## src/sv/cpbp_pkg.sv

```systemverilog
// Shared types, codes, constants and helpers for the charger power budget policy.
package cpbp_pkg;

    // Field widths
    localparam int MA_W   = 12;
    localparam int MV_W   = 13;
    localparam int BMV_W  = 15;
    localparam int ADC_W  = 10;
    localparam int SHR_W  = 10;
    localparam int IDX_W  = 4;
    localparam int CFG_DW = 13;

    typedef logic [1:0]        led_t;
    typedef logic [1:0]        cmd_t;
    typedef logic [2:0]        tier_t;
    typedef logic [MA_W-1:0]   ma_t;
    typedef logic [BMV_W-1:0]  bmv_t;

    // LED modes
    localparam led_t LED_OFF   = 2'd0;
    localparam led_t LED_ON    = 2'd1;
    localparam led_t LED_BLINK = 2'd2;

    // Charger commands
    localparam cmd_t CMD_KEEP    = 2'd0;
    localparam cmd_t CMD_DISABLE = 2'd1;
    localparam cmd_t CMD_ENABLE  = 2'd2;

    // Actuator input limit tiers
    localparam tier_t TIER_HIZ = 3'd0;
    localparam tier_t TIER_100 = 3'd1;
    localparam tier_t TIER_150 = 3'd2;
    localparam tier_t TIER_500 = 3'd3;
    localparam tier_t TIER_900 = 3'd4;

    // Source states
    localparam logic [1:0] SRC_NORMAL = 2'd0;
    localparam logic [1:0] SRC_UNDERV = 2'd1;

    // Preferred source codes
    localparam logic [1:0] PREF_ADAPTER = 2'd1;
    localparam logic [1:0] PREF_USB     = 2'd2;

    // Battery and charger codes
    localparam logic [1:0] BATT_NORMAL       = 2'd0;
    localparam logic [2:0] SFLT_THERMAL      = 3'd2;
    localparam logic [2:0] SFLT_BATT         = 3'd7;
    localparam logic [2:0] SDEV_CHARGING     = 3'd2;
    localparam logic [1:0] ADEV_READY        = 2'd0;
    localparam logic [1:0] ADEV_CHARGING     = 2'd1;
    localparam logic [1:0] ADEV_FAULT        = 2'd3;
    localparam logic [3:0] AFLT_BATT_OV      = 4'd1;
    localparam logic [3:0] AFLT_DISCONNECTED = 4'd2;
    localparam logic [3:0] AFLT_THERMAL      = 4'd3;

    // USB limit codes with special LED patterns
    localparam logic [2:0] LIM_100  = 3'd1;
    localparam logic [2:0] LIM_150  = 3'd2;
    localparam logic [2:0] LIM_500  = 3'd3;
    localparam logic [2:0] LIM_800  = 3'd4;
    localparam logic [2:0] LIM_1500 = 3'd6;
    localparam logic [2:0] LIM_NONE = 3'd0;

    // Thresholds
    localparam bmv_t SYS_ABSENT_MV = 15'd500;
    localparam bmv_t ACT_ABSENT_MV = 15'd100;
    localparam ma_t  TIER_900_MA   = 12'd900;
    localparam ma_t  TIER_500_MA   = 12'd500;
    localparam ma_t  TIER_150_MA   = 12'd150;
    localparam ma_t  TIER_100_MA   = 12'd100;
    localparam ma_t  MAX_AVAIL_MA  = 12'd2500;

    // Register indexes
    localparam logic [IDX_W-1:0] REG_SYS_ON     = 4'd0;
    localparam logic [IDX_W-1:0] REG_ACT_ON     = 4'd1;
    localparam logic [IDX_W-1:0] REG_SYS_LOAD   = 4'd2;
    localparam logic [IDX_W-1:0] REG_ACT_LOAD   = 4'd3;
    localparam logic [IDX_W-1:0] REG_PT_LOSS    = 4'd4;
    localparam logic [IDX_W-1:0] REG_SHARE      = 4'd5;
    localparam logic [IDX_W-1:0] REG_START_MV   = 4'd6;
    localparam logic [IDX_W-1:0] REG_LOW_BAT_MV = 4'd7;

    // Register reset values
    localparam logic             RST_SYS_ON     = 1'b1;
    localparam logic             RST_ACT_ON     = 1'b0;
    localparam ma_t              RST_SYS_LOAD   = 12'd750;
    localparam ma_t              RST_ACT_LOAD   = 12'd1500;
    localparam logic [SHR_W-1:0] RST_PT_LOSS    = 10'd150;
    localparam logic [SHR_W-1:0] RST_SHARE      = 10'd246;
    localparam logic [MV_W-1:0]  RST_START_MV   = 13'd4000;
    localparam logic [MV_W-1:0]  RST_LOW_BAT_MV = 13'd3200;

    typedef struct packed {
        logic             sys_on;
        logic             act_on;
        ma_t              sys_load;
        ma_t              act_load;
        logic [SHR_W-1:0] pt_loss;
        logic [SHR_W-1:0] share;
        logic [MV_W-1:0]  start_mv;
        logic [MV_W-1:0]  low_bat_mv;
    } cfg_t;

    typedef struct packed {
        logic [1:0]       adapter_state;
        logic [1:0]       usb_state;
        logic [2:0]       adapter_limit;
        logic [2:0]       usb_limit;
        logic [1:0]       preferred_source;
        logic [ADC_W-1:0] sys_batt_adc;
        logic [ADC_W-1:0] act_batt_adc;
        logic [1:0]       sys_batt_state;
        logic [2:0]       sys_fault;
        logic [2:0]       sys_dev_state;
        logic [1:0]       act_dev_state;
        logic [3:0]       act_fault;
    } item_t;

    typedef struct packed {
        led_t  led_adapter;
        led_t  led_usb_low;
        led_t  led_usb_high;
        led_t  led_usb_full;
        led_t  led_sys_batt_stat;
        led_t  led_sys_batt_chrg;
        led_t  led_act_batt_stat;
        led_t  led_act_batt_chrg;
        cmd_t  sys_charge_cmd;
        cmd_t  act_charge_cmd;
        tier_t act_limit_tier;
        ma_t   remaining_ma;
    } result_t;

    // Limit code to mA
    function automatic ma_t limit_ma(input logic [2:0] code);
        ma_t r;
        unique case (code)
            3'd0:    r = 12'd0;
            3'd1:    r = 12'd100;
            3'd2:    r = 12'd150;
            3'd3:    r = 12'd500;
            3'd4:    r = 12'd800;
            3'd5:    r = 12'd900;
            3'd6:    r = 12'd1500;
            default: r = 12'd2500;
        endcase
        return r;
    endfunction

    // Subtract with floor at zero
    function automatic ma_t floor_sub(input ma_t a, input ma_t b);
        return (a > b) ? ma_t'(a - b) : '0;
    endfunction

    // ADC reading times 17, in mV
    function automatic bmv_t adc_to_mv(input logic [ADC_W-1:0] adc);
        return bmv_t'({1'b0, adc, 4'b0000}) + bmv_t'(adc);
    endfunction

endpackage

```

## src/sv/cpbp_cfg_regs.sv

```systemverilog
// Configuration register file with its write port.
module cpbp_cfg_regs
(
    input  logic                          clk,
    input  logic                          rst_n,
    input  logic                          wr_en,
    input  logic [cpbp_pkg::IDX_W-1:0]    wr_index,
    input  logic [cpbp_pkg::CFG_DW-1:0]   wr_data,
    output cpbp_pkg::cfg_t                cfg
);

    cpbp_pkg::cfg_t cfg_reg;

    // Register writes; indexes beyond the list are dropped
    always_ff @(posedge clk or negedge rst_n)
    begin
        if (!rst_n)
        begin
            cfg_reg.sys_on     <= cpbp_pkg::RST_SYS_ON;
            cfg_reg.act_on     <= cpbp_pkg::RST_ACT_ON;
            cfg_reg.sys_load   <= cpbp_pkg::RST_SYS_LOAD;
            cfg_reg.act_load   <= cpbp_pkg::RST_ACT_LOAD;
            cfg_reg.pt_loss    <= cpbp_pkg::RST_PT_LOSS;
            cfg_reg.share      <= cpbp_pkg::RST_SHARE;
            cfg_reg.start_mv   <= cpbp_pkg::RST_START_MV;
            cfg_reg.low_bat_mv <= cpbp_pkg::RST_LOW_BAT_MV;
        end
        else if (wr_en)
        begin
            unique case (wr_index)
                cpbp_pkg::REG_SYS_ON:     cfg_reg.sys_on     <= wr_data[0];
                cpbp_pkg::REG_ACT_ON:     cfg_reg.act_on     <= wr_data[0];
                cpbp_pkg::REG_SYS_LOAD:   cfg_reg.sys_load   <= wr_data[cpbp_pkg::MA_W-1:0];
                cpbp_pkg::REG_ACT_LOAD:   cfg_reg.act_load   <= wr_data[cpbp_pkg::MA_W-1:0];
                cpbp_pkg::REG_PT_LOSS:    cfg_reg.pt_loss    <= wr_data[cpbp_pkg::SHR_W-1:0];
                cpbp_pkg::REG_SHARE:      cfg_reg.share      <= wr_data[cpbp_pkg::SHR_W-1:0];
                cpbp_pkg::REG_START_MV:   cfg_reg.start_mv   <= wr_data[cpbp_pkg::MV_W-1:0];
                cpbp_pkg::REG_LOW_BAT_MV: cfg_reg.low_bat_mv <= wr_data[cpbp_pkg::MV_W-1:0];
                default:                  cfg_reg            <= cfg_reg;
            endcase
        end
    end

    assign cfg = cfg_reg;

endmodule

```

## src/sv/cpbp_policy.sv

```systemverilog
// Budget and LED policy for one status beat, pure combinational.
module cpbp_policy
(
    input  cpbp_pkg::item_t   item,
    input  cpbp_pkg::cfg_t    cfg,
    output cpbp_pkg::result_t result
);

    always_comb
    begin
        cpbp_pkg::ma_t  avail0;
        cpbp_pkg::ma_t  avail1;
        cpbp_pkg::ma_t  avail2;
        cpbp_pkg::ma_t  avail3;
        cpbp_pkg::ma_t  avail4;
        cpbp_pkg::ma_t  avail5;
        cpbp_pkg::ma_t  share;
        cpbp_pkg::ma_t  adp_ma;
        cpbp_pkg::ma_t  usb_ma;
        cpbp_pkg::bmv_t sys_mv;
        cpbp_pkg::bmv_t act_mv;
        cpbp_pkg::bmv_t start_mv;
        logic           adp_ok;
        logic           usb_ok;
        logic           sys_bad;

        result  = '0;
        share   = cpbp_pkg::ma_t'(cfg.share);
        sys_mv  = cpbp_pkg::adc_to_mv(item.sys_batt_adc);
        act_mv  = cpbp_pkg::adc_to_mv(item.act_batt_adc);
        start_mv = cpbp_pkg::bmv_t'(cfg.start_mv);

        // Adapter LED
        if (item.adapter_state == cpbp_pkg::SRC_NORMAL)
            result.led_adapter = cpbp_pkg::LED_ON;
        else if (item.adapter_state == cpbp_pkg::SRC_UNDERV)
            result.led_adapter = cpbp_pkg::LED_OFF;
        else
            result.led_adapter = cpbp_pkg::LED_BLINK;

        // USB LED bar
        result.led_usb_low  = cpbp_pkg::LED_OFF;
        result.led_usb_high = cpbp_pkg::LED_OFF;
        result.led_usb_full = cpbp_pkg::LED_BLINK;
        if (item.usb_state == cpbp_pkg::SRC_NORMAL)
        begin
            if (item.usb_limit == cpbp_pkg::LIM_100 || item.usb_limit == cpbp_pkg::LIM_150)
            begin
                result.led_usb_low  = cpbp_pkg::LED_ON;
                result.led_usb_full = cpbp_pkg::LED_OFF;
            end
            else if (item.usb_limit == cpbp_pkg::LIM_500)
            begin
                result.led_usb_low  = cpbp_pkg::LED_ON;
                result.led_usb_high = cpbp_pkg::LED_ON;
                result.led_usb_full = cpbp_pkg::LED_OFF;
            end
            else if (item.usb_limit >= cpbp_pkg::LIM_800 && item.usb_limit <= cpbp_pkg::LIM_1500)
            begin
                result.led_usb_low  = cpbp_pkg::LED_ON;
                result.led_usb_high = cpbp_pkg::LED_ON;
                result.led_usb_full = cpbp_pkg::LED_ON;
            end
        end
        else if (item.usb_state == cpbp_pkg::SRC_UNDERV)
        begin
            result.led_usb_full = cpbp_pkg::LED_OFF;
        end

        // Source selection in preference order
        adp_ma = cpbp_pkg::limit_ma(item.adapter_limit);
        usb_ma = cpbp_pkg::limit_ma(item.usb_limit);
        adp_ok = (item.adapter_state == cpbp_pkg::SRC_NORMAL) &&
                 (item.adapter_limit != cpbp_pkg::LIM_NONE);
        usb_ok = (item.usb_state == cpbp_pkg::SRC_NORMAL) &&
                 (item.usb_limit != cpbp_pkg::LIM_NONE);
        avail0 = '0;
        if (item.preferred_source == cpbp_pkg::PREF_ADAPTER)
            avail0 = adp_ok ? adp_ma : (usb_ok ? usb_ma : '0);
        else if (item.preferred_source == cpbp_pkg::PREF_USB)
            avail0 = usb_ok ? usb_ma : (adp_ok ? adp_ma : '0);

        // System load
        avail1 = cfg.sys_on ? cpbp_pkg::floor_sub(avail0, cfg.sys_load) : avail0;

        // System battery
        sys_bad = (item.sys_batt_state != cpbp_pkg::BATT_NORMAL) ||
                  (item.sys_fault == cpbp_pkg::SFLT_BATT) ||
                  (item.sys_fault == cpbp_pkg::SFLT_THERMAL);
        avail2 = avail1;
        result.sys_charge_cmd = cpbp_pkg::CMD_KEEP;
        if (sys_bad)
        begin
            result.sys_charge_cmd    = cpbp_pkg::CMD_DISABLE;
            result.led_sys_batt_chrg = cpbp_pkg::LED_OFF;
            result.led_sys_batt_stat = (sys_mv < cpbp_pkg::SYS_ABSENT_MV) ?
                                       cpbp_pkg::LED_OFF : cpbp_pkg::LED_BLINK;
        end
        else if (sys_mv > start_mv)
        begin
            result.led_sys_batt_stat = cpbp_pkg::LED_ON;
            if (item.sys_dev_state == cpbp_pkg::SDEV_CHARGING)
            begin
                if (avail1 > share)
                begin
                    avail2 = avail1 - share;
                    result.led_sys_batt_chrg = cpbp_pkg::LED_BLINK;
                end
                else
                begin
                    result.sys_charge_cmd    = cpbp_pkg::CMD_DISABLE;
                    result.led_sys_batt_chrg = cpbp_pkg::LED_OFF;
                end
            end
            else
            begin
                result.sys_charge_cmd    = cpbp_pkg::CMD_DISABLE;
                result.led_sys_batt_chrg = cpbp_pkg::LED_ON;
            end
        end
        else if (avail1 > share)
        begin
            avail2 = avail1 - share;
            result.sys_charge_cmd    = cpbp_pkg::CMD_ENABLE;
            result.led_sys_batt_chrg = cpbp_pkg::LED_BLINK;
            result.led_sys_batt_stat = cpbp_pkg::LED_ON;
        end
        else
        begin
            result.led_sys_batt_chrg = cpbp_pkg::LED_OFF;
            result.led_sys_batt_stat = (sys_mv < cpbp_pkg::bmv_t'(cfg.low_bat_mv)) ?
                                       cpbp_pkg::LED_BLINK : cpbp_pkg::LED_ON;
        end

        // Passthrough loss and actuator input tier
        avail3 = cpbp_pkg::floor_sub(avail2, cpbp_pkg::ma_t'(cfg.pt_loss));
        avail4 = avail3;
        priority if (avail3 > cpbp_pkg::TIER_900_MA)
            result.act_limit_tier = cpbp_pkg::TIER_900;
        else if (avail3 > cpbp_pkg::TIER_500_MA)
            result.act_limit_tier = cpbp_pkg::TIER_500;
        else if (avail3 > cpbp_pkg::TIER_150_MA)
            result.act_limit_tier = cpbp_pkg::TIER_150;
        else if (avail3 > cpbp_pkg::TIER_100_MA)
            result.act_limit_tier = cpbp_pkg::TIER_100;
        else
        begin
            result.act_limit_tier = cpbp_pkg::TIER_HIZ;
            avail4 = '0;
        end

        // Actuator load
        avail5 = cfg.act_on ? cpbp_pkg::floor_sub(avail4, cfg.act_load) : avail4;

        // Actuator battery
        result.act_charge_cmd = cpbp_pkg::CMD_KEEP;
        if (item.act_dev_state == cpbp_pkg::ADEV_FAULT)
        begin
            result.act_charge_cmd = cpbp_pkg::CMD_DISABLE;
            if (item.act_fault == cpbp_pkg::AFLT_BATT_OV ||
                item.act_fault == cpbp_pkg::AFLT_DISCONNECTED)
            begin
                result.led_act_batt_chrg = cpbp_pkg::LED_OFF;
                result.led_act_batt_stat = cpbp_pkg::LED_BLINK;
            end
            else if (item.act_fault == cpbp_pkg::AFLT_THERMAL)
            begin
                result.led_act_batt_chrg = cpbp_pkg::LED_OFF;
                result.led_act_batt_stat = (act_mv < cpbp_pkg::ACT_ABSENT_MV) ?
                                           cpbp_pkg::LED_OFF : cpbp_pkg::LED_BLINK;
            end
            else
            begin
                result.led_act_batt_chrg = cpbp_pkg::LED_BLINK;
                result.led_act_batt_stat = (act_mv < cpbp_pkg::ACT_ABSENT_MV) ?
                                           cpbp_pkg::LED_OFF : cpbp_pkg::LED_ON;
            end
        end
        else if (item.act_dev_state == cpbp_pkg::ADEV_READY)
        begin
            if (act_mv > cpbp_pkg::ACT_ABSENT_MV)
            begin
                result.led_act_batt_stat = cpbp_pkg::LED_ON;
                if (act_mv < start_mv && avail5 > share)
                begin
                    avail5 = avail5 - share;
                    result.act_charge_cmd    = cpbp_pkg::CMD_ENABLE;
                    result.led_act_batt_chrg = cpbp_pkg::LED_BLINK;
                end
                else
                begin
                    result.led_act_batt_chrg = cpbp_pkg::LED_OFF;
                end
            end
            else
            begin
                result.act_charge_cmd    = cpbp_pkg::CMD_DISABLE;
                result.led_act_batt_chrg = cpbp_pkg::LED_OFF;
                result.led_act_batt_stat = cpbp_pkg::LED_OFF;
            end
        end
        else if (item.act_dev_state == cpbp_pkg::ADEV_CHARGING)
        begin
            result.led_act_batt_stat = cpbp_pkg::LED_ON;
            if (avail5 > share)
            begin
                avail5 = avail5 - share;
                result.led_act_batt_chrg = cpbp_pkg::LED_BLINK;
            end
            else
            begin
                result.act_charge_cmd    = cpbp_pkg::CMD_DISABLE;
                result.led_act_batt_chrg = cpbp_pkg::LED_OFF;
            end
        end
        else
        begin
            result.act_charge_cmd    = cpbp_pkg::CMD_DISABLE;
            result.led_act_batt_chrg = cpbp_pkg::LED_OFF;
            result.led_act_batt_stat = cpbp_pkg::LED_ON;
        end

        result.remaining_ma = avail5;
    end

endmodule

```

## src/sv/charger_power_budget_policy_top.sv

```systemverilog
// Top level: input register, policy logic, result register and configuration port.
//
//  channel   direction  handshake                 beat contents
//  item      in         item_valid / item_stall   status snapshot fields
//  result    out        result_valid / result_stall  LED modes, commands, tier, mA
//  cfg       in         cfg_valid / cfg_ready     cfg_index, cfg_data
//
// One item per cycle while item_stall is low; each beat is taken into the input register,
// then its policy logic result is loaded into the result register.
// Reset clears both stage valids and loads the register defaults; no clearing pass.
// A stalled result holds the result register; item_stall rises only when both
// stages are full and the result side is stalled. cfg_ready is always high.
module charger_power_budget_policy_top
(
    input  logic                          clk,
    input  logic                          rst_n,
    // item channel
    input  logic                          item_valid,
    output logic                          item_stall,
    input  logic [1:0]                    adapter_state,
    input  logic [1:0]                    usb_state,
    input  logic [2:0]                    adapter_limit,
    input  logic [2:0]                    usb_limit,
    input  logic [1:0]                    preferred_source,
    input  logic [cpbp_pkg::ADC_W-1:0]    sys_batt_adc,
    input  logic [cpbp_pkg::ADC_W-1:0]    act_batt_adc,
    input  logic [1:0]                    sys_batt_state,
    input  logic [2:0]                    sys_fault,
    input  logic [2:0]                    sys_dev_state,
    input  logic [1:0]                    act_dev_state,
    input  logic [3:0]                    act_fault,
    // result channel
    output logic                          result_valid,
    input  logic                          result_stall,
    output logic [1:0]                    led_adapter,
    output logic [1:0]                    led_usb_low,
    output logic [1:0]                    led_usb_high,
    output logic [1:0]                    led_usb_full,
    output logic [1:0]                    led_sys_batt_stat,
    output logic [1:0]                    led_sys_batt_chrg,
    output logic [1:0]                    led_act_batt_stat,
    output logic [1:0]                    led_act_batt_chrg,
    output logic [1:0]                    sys_charge_cmd,
    output logic [1:0]                    act_charge_cmd,
    output logic [2:0]                    act_limit_tier,
    output logic [cpbp_pkg::MA_W-1:0]     remaining_ma,
    // configuration channel
    input  logic                          cfg_valid,
    output logic                          cfg_ready,
    input  logic [cpbp_pkg::IDX_W-1:0]    cfg_index,
    input  logic [cpbp_pkg::CFG_DW-1:0]   cfg_data
);

    cpbp_pkg::cfg_t    cfg;
    cpbp_pkg::item_t   item_in;
    cpbp_pkg::item_t   item_reg;
    cpbp_pkg::result_t res_next;
    cpbp_pkg::result_t res_reg;
    logic              s1_valid_reg;
    logic              s2_valid_reg;
    logic              s2_load;
    logic              s1_load;

    // Configuration registers
    assign cfg_ready = 1'b1;

    cpbp_cfg_regs u_cfg_regs
    (
        .clk      (clk),
        .rst_n    (rst_n),
        .wr_en    (cfg_valid & cfg_ready),
        .wr_index (cfg_index),
        .wr_data  (cfg_data),
        .cfg      (cfg)
    );

    // Stage control: result register moves when empty or taken
    assign s2_load    = !s2_valid_reg || !result_stall;
    assign s1_load    = !s1_valid_reg || s2_load;
    assign item_stall = !s1_load;

    assign item_in.adapter_state    = adapter_state;
    assign item_in.usb_state        = usb_state;
    assign item_in.adapter_limit    = adapter_limit;
    assign item_in.usb_limit        = usb_limit;
    assign item_in.preferred_source = preferred_source;
    assign item_in.sys_batt_adc     = sys_batt_adc;
    assign item_in.act_batt_adc     = act_batt_adc;
    assign item_in.sys_batt_state   = sys_batt_state;
    assign item_in.sys_fault        = sys_fault;
    assign item_in.sys_dev_state    = sys_dev_state;
    assign item_in.act_dev_state    = act_dev_state;
    assign item_in.act_fault        = act_fault;

    // Input register
    always_ff @(posedge clk or negedge rst_n)
    begin
        if (!rst_n)
            s1_valid_reg <= 1'b0;
        else if (s1_load)
            s1_valid_reg <= item_valid;
    end

    always_ff @(posedge clk)
    begin
        if (s1_load && item_valid)
            item_reg <= item_in;
    end

    // Policy logic
    cpbp_policy u_policy
    (
        .item   (item_reg),
        .cfg    (cfg),
        .result (res_next)
    );

    // Result register
    always_ff @(posedge clk or negedge rst_n)
    begin
        if (!rst_n)
            s2_valid_reg <= 1'b0;
        else if (s2_load)
            s2_valid_reg <= s1_valid_reg;
    end

    always_ff @(posedge clk)
    begin
        if (s2_load && s1_valid_reg)
            res_reg <= res_next;
    end

    assign result_valid      = s2_valid_reg;
    assign led_adapter       = res_reg.led_adapter;
    assign led_usb_low       = res_reg.led_usb_low;
    assign led_usb_high      = res_reg.led_usb_high;
    assign led_usb_full      = res_reg.led_usb_full;
    assign led_sys_batt_stat = res_reg.led_sys_batt_stat;
    assign led_sys_batt_chrg = res_reg.led_sys_batt_chrg;
    assign led_act_batt_stat = res_reg.led_act_batt_stat;
    assign led_act_batt_chrg = res_reg.led_act_batt_chrg;
    assign sys_charge_cmd    = res_reg.sys_charge_cmd;
    assign act_charge_cmd    = res_reg.act_charge_cmd;
    assign act_limit_tier    = res_reg.act_limit_tier;
    assign remaining_ma      = res_reg.remaining_ma;

endmodule

```

## config.mk

```make
export PLATFORM = sky130hd
export DESIGN_NAME = charger_power_budget_policy_top
export DESIGN_NICKNAME = d
export VERILOG_FILES = /design/src/sv/cpbp_pkg.sv /design/src/sv/cpbp_cfg_regs.sv /design/src/sv/cpbp_policy.sv /design/src/sv/charger_power_budget_policy_top.sv
export SDC_FILE = /design/constraint.sdc
export NUM_CORES = 1
export LEC_CHECK = 0
export ABC_AREA = 0
export BUFFER_PORTS_ARGS = -buffer_cell sky130_fd_sc_hd__buf_2
export CAP_MARGIN = 5
export CORE_MARGIN = 4
export CORE_UTILIZATION = 53
export CTS_CLUSTER_DIAMETER = 200
export DETAILED_ROUTE_END_ITERATION = 10
export PLACE_DENSITY = 0.72
export SLEW_MARGIN = 20
export SYNTH_ARGS = -nofsm -noshare
export SYNTH_HDL_FRONTEND = slang
export SYNTH_SLANG_ARGS = --single-unit
export TNS_END_PERCENT = 10
```

## constraint.sdc

```tcl
create_clock -name clk -period 12.3 [get_ports clk]
set_input_delay 0.615 -clock clk [delete_from_list [all_inputs] [get_ports clk]]
set_output_delay 0.615 -clock clk [all_outputs]
set_load 0.03 [all_outputs]
```

* Word-level counts from Yosys, hierarchy flattened *
Cells that the tools add are included.

word-level totals
  bits in registers = 155
  latch bits = 0
  memory bits (writable) = 0
  ROM bits = 0
  logic and storage cells = 188
  memories kept = 0

cells by class
  add/sub/neg operators = 7
  $mul = 0
  div/mod/pow operators = 0
  magnitude comparators = 17
  equal/unequal tests = 31
  shifts and indexed selects = 0
  mux-type cells = 61
  bitwise operators = 1
  reduce and logical (&&, ||, !) cells = 35

operators by type and width
  operator                                               number
  2-to-1 mux 12 bit                                      25
  one-hot mux 12 bit (7 select lines)                    2
  > comparator 12 x 10 -> 1 bit                          3
  subtractor 12 x 10 -> 12 bit                           3
  adder 14 x 10 -> 15 bit                                2
  < comparator 15 x 13 -> 1 bit                          2
  2-to-1 mux 2 bit                                       15
  2-to-1 mux 4 bit                                       7
  > comparator 12 bit                                    2
  subtractor 12 bit                                      2
  equality test 3 bit (second input constant)            7
  equality test 3 x 2 -> 1 bit (second input constant)   6
  equality test 4 x 2 -> 1 bit (second input constant)   4
  equality test 4 x 3 -> 1 bit (second input constant)   4
  AND reduction 2 bit                                    8
  > comparator 15 x 13 -> 1 bit                          1
  > comparator 15 x 7 -> 1 bit (second input constant)   1
  < comparator 15 x 7 -> 1 bit (second input constant)   1
  < comparator 15 x 9 -> 1 bit (second input constant)   1
  > comparator 12 x 10 -> 1 bit (second input constant)  1
  > comparator 12 x 7 -> 1 bit (second input constant)   1
  > comparator 12 x 8 -> 1 bit (second input constant)   1
  > comparator 12 x 9 -> 1 bit (second input constant)   1
  2-to-1 mux 5 bit                                       2
  other kinds (19)                                       50

* Logic depth before layout (Yosys ltp) *
Gate-level depths: netlist of the first run.

  depth after elaboration = 30
  depth in mapped cells = 66
  depth with buffers taken out = 64

* By module *
From an unflattened synthesis of the first run, not the netlist that was laid out.

second synthesis, totals
  cell total of the unflattened synthesis = 1087
  area, all modules = 11299.6 um2

by module, submodules not included
  module                           times used  cells each  area each (um2)
  cpbp_policy                      1           834         5898.2
  cpbp_cfg_regs                    1           162         2865.2
  charger_power_budget_policy_top  1           91          2536.2

* Worst setup path before layout of the first run *
No wires, ideal clock.

  path type = register -> register
  from = register item_reg[43] (netlist bit)
  to = register res_reg (netlist bit remaining_ma[8]), data pin
  library setup time = 0.260 ns
  data arrival time = 12.151 ns
  setup slack = -0.111 ns
  stages on the path, launching flop included = 60
  buffers on the path = 5
  cell sequence = edfxtp_1 -> or2_1 -> clkbuf_1 -> o21ai_0 -> a211oi_1 -> o21ai_0 -> inv_1 -> ha_1 -> nor2b_1 -> o31a_1 -> o41a_1 -> a21oi_1 -> xnor2_1 -> a22o_1 -> ha_1 -> clkbuf_1 -> a21o_1 -> a21o_1 -> (+24 left out) -> o21ai_0 -> a21oi_1 -> nor3_1 -> clkbuf_1 -> a32oi_1 -> inv_1 -> fa_1 -> a21o_1 -> a21oi_1 -> o21ai_0 -> a21oi_1 -> o21ai_0 -> a21oi_1 -> nor2b_1 -> o31a_1 -> o31ai_4 -> buf_6 -> mux2_4

RTL lines
  what                    RTL line                                RTL
  start, declared         charger_power_budget_policy_top.sv:56   cpbp_pkg::item_t item_reg;
  start signal, assigned  charger_power_budget_policy_top.sv:107  item_reg <= item_in;
  end signal, assigned    charger_power_budget_policy_top.sv:130  res_reg <= res_next;
  end, declared           charger_power_budget_policy_top.sv:58   cpbp_pkg::result_t res_reg;

==> results of run 1 <==
[cells in the mapped netlist, types with 5 or more instances]
cell type / number
and2_1: 12
a21oi_1: 75
dfstp_2: 34
o22ai_1: 14
nand2b_1: 20
a22o_1: 6
clkbuf_1: 20
a211o_1: 6
nor3b_1: 6
mux2i_1: 9
o21a_1: 14
nor2b_1: 13
a211oi_1: 8
a32oi_1: 7
mux2_2: 39
fa_1: 7
o21bai_1: 8
inv_1: 121
or2_2: 5
o21ai_0: 84
nand2_1: 84
o21ai_1: 5
a21o_1: 31
nor2_1: 60
dfrtp_1: 40
xnor2_1: 35
ha_1: 103
nor4_1: 5
nand3b_1: 5
nand3_1: 23
nand4_1: 17
and3_1: 10
a31oi_1: 5
nor3_1: 16
xor2_1: 15
edfxtp_1: 78
[through the flow]
| stage | setup WS [ns] | util, % |
|---|---|---|
| after floorplan | 0.000995 | - |
| after global routing | -0.0378 | 64.6 |
| after CTS | 0.00873 | 63.1 |
| final | 0.661 | 64.6 |
| after global placement | 0.0714 | 60.1 |
| after detailed placement | -0.105 | 60.1 |
[where the power goes]
part	internal (mW)	total (mW)	leakage, nW	switching, mW
sequential	0.680	0.726	1.59	0.0466
combinational	0.850	1.84	4.07	0.993
clock	0.276	0.526	0.296	0.251
total	1.81	3.10	5.96	1.29
[routing by layer]
metal | routed length (um) | global-route usage, % | part of all wire, %
met4 | 776 | 8.43 | 2.8
met2 | 12900 | 39.0 | 47
met3 | 1490 | 4.88 | 5.4
met5 | 0 | 0 | 0
met1 | 12500 | 33.1 | 45
[worst paths after layout]
path                                      end  cells past startpoint
max in group asynchronous  u_cfg_regs.cfg[12]                      2
hold / removal                   item_reg[21]                      1
hold reg to reg                led_adapter[1]                      0
setup / recovery              remaining_ma[8]                     57
min in group asynchronous  u_cfg_regs.cfg[55]                      2
setup reg to reg              remaining_ma[8]                     57
[cells in the final DEF, fill, tap and decap left out, types with 19 or more instances in the layout]
master,instances
buf_2,101
nor2_1,59
ha_1,98
mux2_2,39
nand2b_1,19
nand2_1,83
xnor2_1,34
edfxtp_1,78
a21o_1,31
a21oi_1,62
inv_1,120
nand3_1,23
o21ai_0,72
dfstp_2,34
dfrtp_1,40
buf_4,79
[what timing repair did]
item | 4_1_cts | 5_1_grt
gates resized for setup | 5 | 60
pin swaps | 4 | 26
endpoints found under the setup margin | 13 | 15
setup buffers | 0 | 11
[cell type report]
type	instances	area, um^2	area share (%)
clock buffers	17	425	3.26
clock inverters	15	174	1.33
inverters	122	458	3.51
multi-input cells	826	6290	48.1
flip-flops and latches	152	4240	32.4
well taps	270	338	2.59
repair buffers	184	1140	8.75
[cells by family (layout without fill, tap and decap cells)]
family	count (synthesis)	count (layout)	share of synthesized area, %
xor gates and xnor gates	50	50	4.02
DFF	152	152	38.9
muxes	53	53	5.47
AOI/OAI and AO/OA	311	311	18.9
adders and majority gates	110	110	13.1
buffers and inverters	151	338	5.51
other	2	4	0.0690
and+or+nand+nor	298	298	14.0
==> run summary, run 1 <==
Pwr dens -> 237 nW/um^2
Final instance area -> 13100 um^2
Die Footprint -> 22900 um^2
H-tree levels -> 4
Final TNS setup -> 0 ns
Total of max-cap violations -> 0
Grt ovf -> 0
Vias per std cell -> 5.62
Crit path launch -> item_reg[40]
Reg-to-reg slack, setup -> 0.66 ns
Netlist cell types -> 87
Placer Congestion -> 0.934
Most used cell, CP -> a21oi_2
FILL cells -> 1680
Top-area cell type share of the netlist area -> 21.5%
Worst slew margin relative to its limit -> 26.4%
Post-synthesis sequential area ratio -> 38.9%
Initial Util -> 53.8%
Bufs and invs on worst path -> 8
Worst Hold Class -> input pin to flop
Hold-fix buffers, CTS -> 0
First-pass GRT wire length -> 43500 um
Hold Violations, Final -> 0
Critical Path End Type -> flop
Worst Path Arrival -> 11.83 ns
Gr usage total -> 24.4%
DR WL/cell -> 17.5 um
CP Max Fanout -> 13
Clk Latency, worst-skew pair -> 0.43 ns
Slowest cell delay on critical path -> 0.41 ns
Placed cell area -> 12200 um^2
Async set-or-reset flop fraction in the synthesized netlist -> 48.7%
Root Buffer -> clkbuf_16
Slew @ Worst Pin -> 1.10 ns
Post-synth EDFFs -> 78
Gate Count Post-Synth -> 1127
Worst path top cell family by delay -> compound AO/OA/AOI/OAI gates
DRC viols -> 0
Initial antenna violation count -> 0
Total chip power -> 3.10 mW
Pin count of the biggest net entering global routing -> 75
Area Growth Syn to Fin -> 20.1%
Main synth FF type -> edfxtp_1
Number of diodes -> 0
Row cnt -> 52
Core area -> 20200 um^2
Vias in the first global route -> 8599
CTS sink count -> 152
CTS tree -> built
Synth area leader -> edfxtp_1
Post-layout nets -> 1481
DRT iter0 DRCs -> 562
Startpoint Class -> flop
Setup violations, final -> 0
CP Data Required Time -> 12.49 ns
Post-route ant nets -> 0
I/O Buffers -> 101
Slew Limit Fails -> 0
Layout Skew -> 0.00798 ns
Hold Startpoint -> act_batt_adc[7]
First-pass iteration count of the detailed router -> 5
Slowest cell on crit path -> or3_1
I/O pin count -> 106
Dpl cells -> 1543
Share of layout cells above drive strength 1 -> 27.8%
Maximum VDD drop -> 0.121 mV
Final Cycle Share -> 94.6%
Final wirelength -> 27700 um
Yosys warning total -> 0
Largest register FFs -> 72
Min Clock Period, post-route -> 11.64 ns
Syn avg cell area -> 9.65 um^2
Longest Clk Path Bufs -> 2
Top cells by area, synth -> edfxtp_1 22%, ha_1 12%, dfrtp_1 9.2%
Min Hold Slack -> 0.352 ns
DR vias -> 8921
Cts bufs inserted -> 17
Leakage power total -> 5.96 nW
Mapped cell area -> 10900 um^2
Post-route insts no fill -> 1586
Yosys reg bits -> 152
F_max -> 85.9 MHz
Outcome -> finished clean
Crit Path Class -> flop to flop
Worst r2r src -> item_reg[40]
CTS clock-pin slew for the worst setup and hold paths -> 0.07 ns
Die Y -> 151 um
DP Wirelength -> 21500 um
Die X -> 151 um
(Power assumes the default switching activity.)
==> run 2: changes to the inputs <==
--- a/config.mk
+++ b/config.mk
@@ -12,7 +12,7 @@
 export CORE_UTILIZATION = 53
 export CTS_CLUSTER_DIAMETER = 200
 export DETAILED_ROUTE_END_ITERATION = 10
-export PLACE_DENSITY = 0.72
+export PLACE_DENSITY = 0.83
 export SLEW_MARGIN = 20
 export SYNTH_ARGS = -nofsm -noshare
 export SYNTH_HDL_FRONTEND = slang
==> constraint.sdc (replaced) <==
create_clock -name clk -period 12.3 [get_ports clk]
set_input_delay 1.845 -clock clk [delete_from_list [all_inputs] [get_ports clk]]
set_output_delay 1.845 -clock clk [all_outputs]
set_load 0.03 [all_outputs]
==> run summary, run 2 (synthesized netlist as in run 1, its figures left out) <==
Final Cycle Share -> 96.4%
Critical Path End Type -> flop
Share of layout cells above drive strength 1 -> 30.1%
CTS sink count -> 152
Vias in the first global route -> 9065
Die Y -> 151 um
I/O pin count -> 106
Cts bufs inserted -> 17
Placer Congestion -> 0.948
Final WS setup -> 0.447 ns
Grt ovf -> 0
Slew @ Worst Pin -> 1.01 ns
Post-route ant nets -> 0
Min Hold Slack -> 0.467 ns
Combinational power share -> 60.9%
Hold-fix buffers, CTS -> 0
Slew Limit Fails -> 0
Setup slack at placement -> -0.259 ns
Final wirelength -> 29200 um
Setup violations, final -> 0
Initial antenna violation count -> 0
DRT iter0 DRCs -> 679
H-tree levels -> 4
Slowest cell on crit path -> edfxtp_1
Crit Path Class -> flop to flop
DP Wirelength -> 21500 um
Layout Skew -> 0.0113 ns
Internal power component -> 1.87 mW
DR WL/cell -> 18.1 um
Number of diodes -> 0
Die Footprint -> 22900 um^2
Commonest non-fill, non-tap cell in the layout -> inv_1
Clock power share -> 16.6%
Worst slew margin relative to its limit -> 32.7%
Pin count of the biggest net entering global routing -> 75
Slowest cell delay on critical path -> 0.39 ns
Total of max-cap violations -> 0
CP Data Required Time -> 12.48 ns
Most frequent cells in the layout -> 120 x inv_1, 102 x buf_2, 100 x buf_4, 91 x ha_1, 81 x nand2_1
Clk Latency, worst-skew pair -> 0.43 ns
Die X -> 151 um
Reg2reg path depth -> 61
Initial Util -> 53.8%
CTS clock-pin slew for the worst setup and hold paths -> 0.07 ns
Gr usage total -> 25.1%
CTS tree -> built
DR vias -> 9342
Sw Pwr -> 1.36 mW
Core area -> 20200 um^2
DRC viols -> 0
Flop pwr share -> 22.5%
Longest Clk Path Bufs -> 2
Vias per std cell -> 5.81
Worst Path Arrival -> 12.04 ns
Largest register FFs -> 72
Hold Crit Depth -> 0
Area Growth Syn to Fin -> 22.9%
I/O Buffers -> 101
Most used cell, CP -> a21oi_2
F_max -> 84.4 MHz
First-pass GRT wire length -> 45200 um
Leakage power total -> 6.08 nW
Pwr dens -> 241 nW/um^2
Root Buffer -> clkbuf_16
CP Max Fanout -> 8
Post-layout nets -> 1502
Min Clock Period, post-route -> 11.85 ns
Maximum VDD drop -> 0.141 mV
Startpoint Class -> flop
First-pass iteration count of the detailed router -> 8
Worst Hold Class -> flop to flop
Row cnt -> 52
Sw Ratio -> 42.1%
Outcome -> finished clean
Hold Violations, Final -> 0
[run 2: changes by cell type in the layout (fill, tap and decap cells not counted), moves of 3 or more]
cell / before / now
ha_4: 1 / 7
buf_4: 79 / 100
o22ai_1: 10 / 7
ha_1: 98 / 91
[run 2: power by group through the flow]
| stage | clock network (mW) | logic, mW | registers [mW] |
|---|---|---|---|
| after floorplan | 0 | 1.13 | 0.787 |
| after CTS | 0.540 | 1.78 | 0.725 |
| final | 0.535 | 1.97 | 0.727 |
| after detailed placement | 0 | 1.73 | 0.735 |
| after global placement | 0 | 1.69 | 0.731 |
| after global routing | 0.565 | 2.13 | 0.736 |
[run 2: area by class of cell]
cell class / instances / area [um^2]
clock buffer: 18 / 450
clock inverter: 14 / 168
fill: 1522 / 6860
inverter: 122 / 460
multi-input combinational: 826 / 6420
sequential: 152 / 4240
tap: 270 / 338
timing repair buffer: 205 / 1300
[run 2: what timing repair did]
item,in CTS,in global routing
buffers inserted,1,18
endpoints found under the setup margin,15,15
resized for setup,10,74
pin swaps,3,38
cloned,0,1
[run 2: per-stage QoR]
stage / setup TNS [ns] / power (mW) / std cells / utilization [%] / cell area, um^2
2_1_floorplan: 0 / 1.91 / 1129 / - / 10900
3_3_place_gp: -0.0133 / 2.42 / 1555 / 60.5 / 12200
3_5_place_dp: -2.68 / 2.47 / 1555 / 60.5 / 12200
4_1_cts: 0 / 3.05 / 1588 / 63.8 / 12900
5_1_grt: -1.98 / 3.43 / 1607 / 66.1 / 13400
6_report: 0 / 3.23 / 1607 / 66.1 / 13400
[run 2: routing by layer]
| layer | up-vias | track usage, % | routed length, um |
|---|---|---|---|
| met2 | 387 | 42.0 | 14000 |
| met1 | 4411 | 32.9 | 12200 |
| met4 | 0 | 8.84 | 1060 |
| met3 | 76 | 4.31 | 1900 |
| li1 | 4468 | - | - |
| met5 | - | 0 | 0 |
[run 2: worst max-delay path, delay by kind of cell (launching register included)]
family | cells | cell delay (ns)
buf+inv | 8 | 0.96
mux | 1 | 0.33
simple gates | 15 | 2.47
fa+ha+maj | 6 | 1.80
flops | 1 | 0.39
xor+xnor | 1 | 0.11
compound gates | 30 | 5.48
[run 2: worst paths after layout]
path	startpoint	end	slack, ns
worst min register to register	item_reg[45]	led_adapter[1]	0.47
min in group asynchronous	rst_n	u_cfg_regs.cfg[55]	1.62
max in group asynchronous	rst_n	u_cfg_regs.cfg[66]	10.05
worst max-delay path	item_reg[45]	remaining_ma[8]	0.45
worst max register to register	item_reg[45]	remaining_ma[8]	0.45
worst min-delay path	item_reg[45]	led_adapter[1]	0.47
==> run 3: changes to the inputs <==
--- a/config.mk
+++ b/config.mk
@@ -12,6 +12,7 @@
 export CORE_UTILIZATION = 53
 export CTS_CLUSTER_DIAMETER = 200
 export DETAILED_ROUTE_END_ITERATION = 10
+export MAX_ROUTING_LAYER = met4
 export PLACE_DENSITY = 0.83
 export SLEW_MARGIN = 20
 export SYNTH_ARGS = -nofsm -noshare
==> run summary, run 3 (synthesized netlist as in run 1, its figures left out) <==
Outcome -> finished clean
I/O Buffers -> 101
Worst Hold Class -> flop to flop
Crit Path Class -> flop to flop
Total of max-cap violations -> 0
F_max -> 84.6 MHz
Gr usage total -> 26.0%
Worst slew margin relative to its limit -> 36.7%
CP Max Fanout -> 14
Core area -> 20200 um^2
CP Data Required Time -> 12.50 ns
Slowest cell on crit path -> or3_4
CTS sink count -> 152
Initial antenna violation count -> 0
Post-layout nets -> 1474
Post-route insts no fill -> 1579
FILL cells -> 1549
CTS tree -> built
Leakage power total -> 5.93 nW
Routing usage on met3 -> 4.61%
Largest register FFs -> 72
Min Hold Slack -> 0.455 ns
Placer Congestion -> 0.965
Slew @ Worst Pin -> 0.950 ns
FF-to-FF End -> remaining_ma[8]
Slowest cell delay on critical path -> 0.41 ns
Met2 GRT Util -> 40.9%
DP Wirelength -> 21800 um
Share of layout cells above drive strength 1 -> 27.7%
Most frequent cells in the layout -> 120 x inv_1, 101 x buf_2, 95 x ha_1, 83 x nand2_1, 78 x edfxtp_1
Layout Skew -> 0.00952 ns
Pin count of the biggest net entering global routing -> 75
Commonest non-fill, non-tap cell in the layout -> inv_1
First-pass GRT wire length -> 45300 um
Cts bufs inserted -> 17
Final Cycle Share -> 96.1%
Min Clock Period, post-route -> 11.83 ns
Longest Clk Path Bufs -> 2
GR peak layer -> met2
Area Growth Syn to Fin -> 19.9%
H-tree levels -> 4
Clk Latency, worst-skew pair -> 0.44 ns
CTS clock-pin slew for the worst setup and hold paths -> 0.07 ns
Root Buffer -> clkbuf_16
Number of diodes -> 0
I/O pin count -> 106
Setup violations, final -> 0
Critical Path End -> remaining_ma[8]
Final TNS setup -> 0 ns
Die Footprint -> 22900 um^2
Slew Limit Fails -> 0
Final wirelength -> 28500 um
Worst Path Arrival -> 12.02 ns
Most used cell, CP -> a21oi_2
Pwr dens -> 239 nW/um^2
Reg-to-reg slack, setup -> 0.47 ns
Vias per std cell -> 5.79
DR vias -> 9144
First-pass iteration count of the detailed router -> 5
Hold Violations, Final -> 0
Initial Util -> 53.8%
DRC viols -> 0
Die Y -> 151 um
Crit path launch -> item_reg[38]
DR WL/cell -> 18.0 um
Critical Path End Type -> flop
Die X -> 151 um
Grt ovf -> 0
Reg2reg path depth -> 58
Met1 GRT Util -> 33.6%
DRT iter0 DRCs -> 687
Row cnt -> 52
Dpl cells -> 1539
Post-route ant nets -> 0
Startpoint Class -> flop
Worst r2r src -> item_reg[38]
Vias in the first global route -> 8959
Maximum VDD drop -> 0.123 mV
[run 3: report_power, final]
part,internal (mW),switching [mW]
Clock,0.274,0.245
Combinational,0.849,1.03
Sequential,0.680,0.0469
[run 3: area by class of cell]
cell class	count	area [um^2]	share of cell area, %
repair buffers	177	1100	8.46
multi-input cells	826	6310	48.4
well taps	270	338	2.59
flip-flops and latches	152	4240	32.5
inverters	122	458	3.51
clock inverters	15	166	1.28
clock buffers	17	425	3.26
[run 3: per-stage QoR]
stage          area (um^2)  util (%)  setup WS, ns  total power, mW
2_1_floorplan        10900         -      0.000995             1.91
3_3_place_gp         12100      59.9         0.114             2.40
3_5_place_dp         12100      59.9        -0.114             2.45
4_1_cts              12700      63.0        0.0167             3.00
5_1_grt              13000      64.5        -0.213             3.34
6_report             13000      64.5         0.475             3.12
[run 3: worst min-delay path by stage]
stage	end	startpoint	cells past startpoint	slack [ns]
global route	led_adapter[1]	item_reg[45]	0	0.49
detailed placement	led_adapter[1]	item_reg[45]	0	0.43
finish	led_adapter[1]	item_reg[45]	0	0.45
CTS	led_adapter[1]	item_reg[45]	0	0.45
global placement	led_adapter[1]	item_reg[45]	0	0.42
floorplan	result_valid	s1_valid_reg	1	0.44
[run 3: repair_timing]
item                                    in CTS  in global routing
hold buffers                                 0                  0
pin swaps                                    2                 24
setup buffers                                0                  7
endpoints found under the setup margin      13                 15
gates resized for setup                      6                 60
[run 3: worst max-delay path, delay by kind of cell, from the launching register on]
kind                     cells  cell delay [ns]
multiplexers                 2             0.69
adder cells (fa/ha/maj)      8             2.10
flip-flops                   1             0.40
buffers and inverters        5             0.40
AO/OA/AOI/OAI               27             5.12
AND/OR/NAND/NOR             16             2.85
[run 3: per-layer routing]
layer | wire length, um | part of all wire (%)
met4 | 1050 | 3.7
met3 | 1890 | 6.6
met1 | 12200 | 43
met5 | 0 | 0
met2 | 13400 | 47
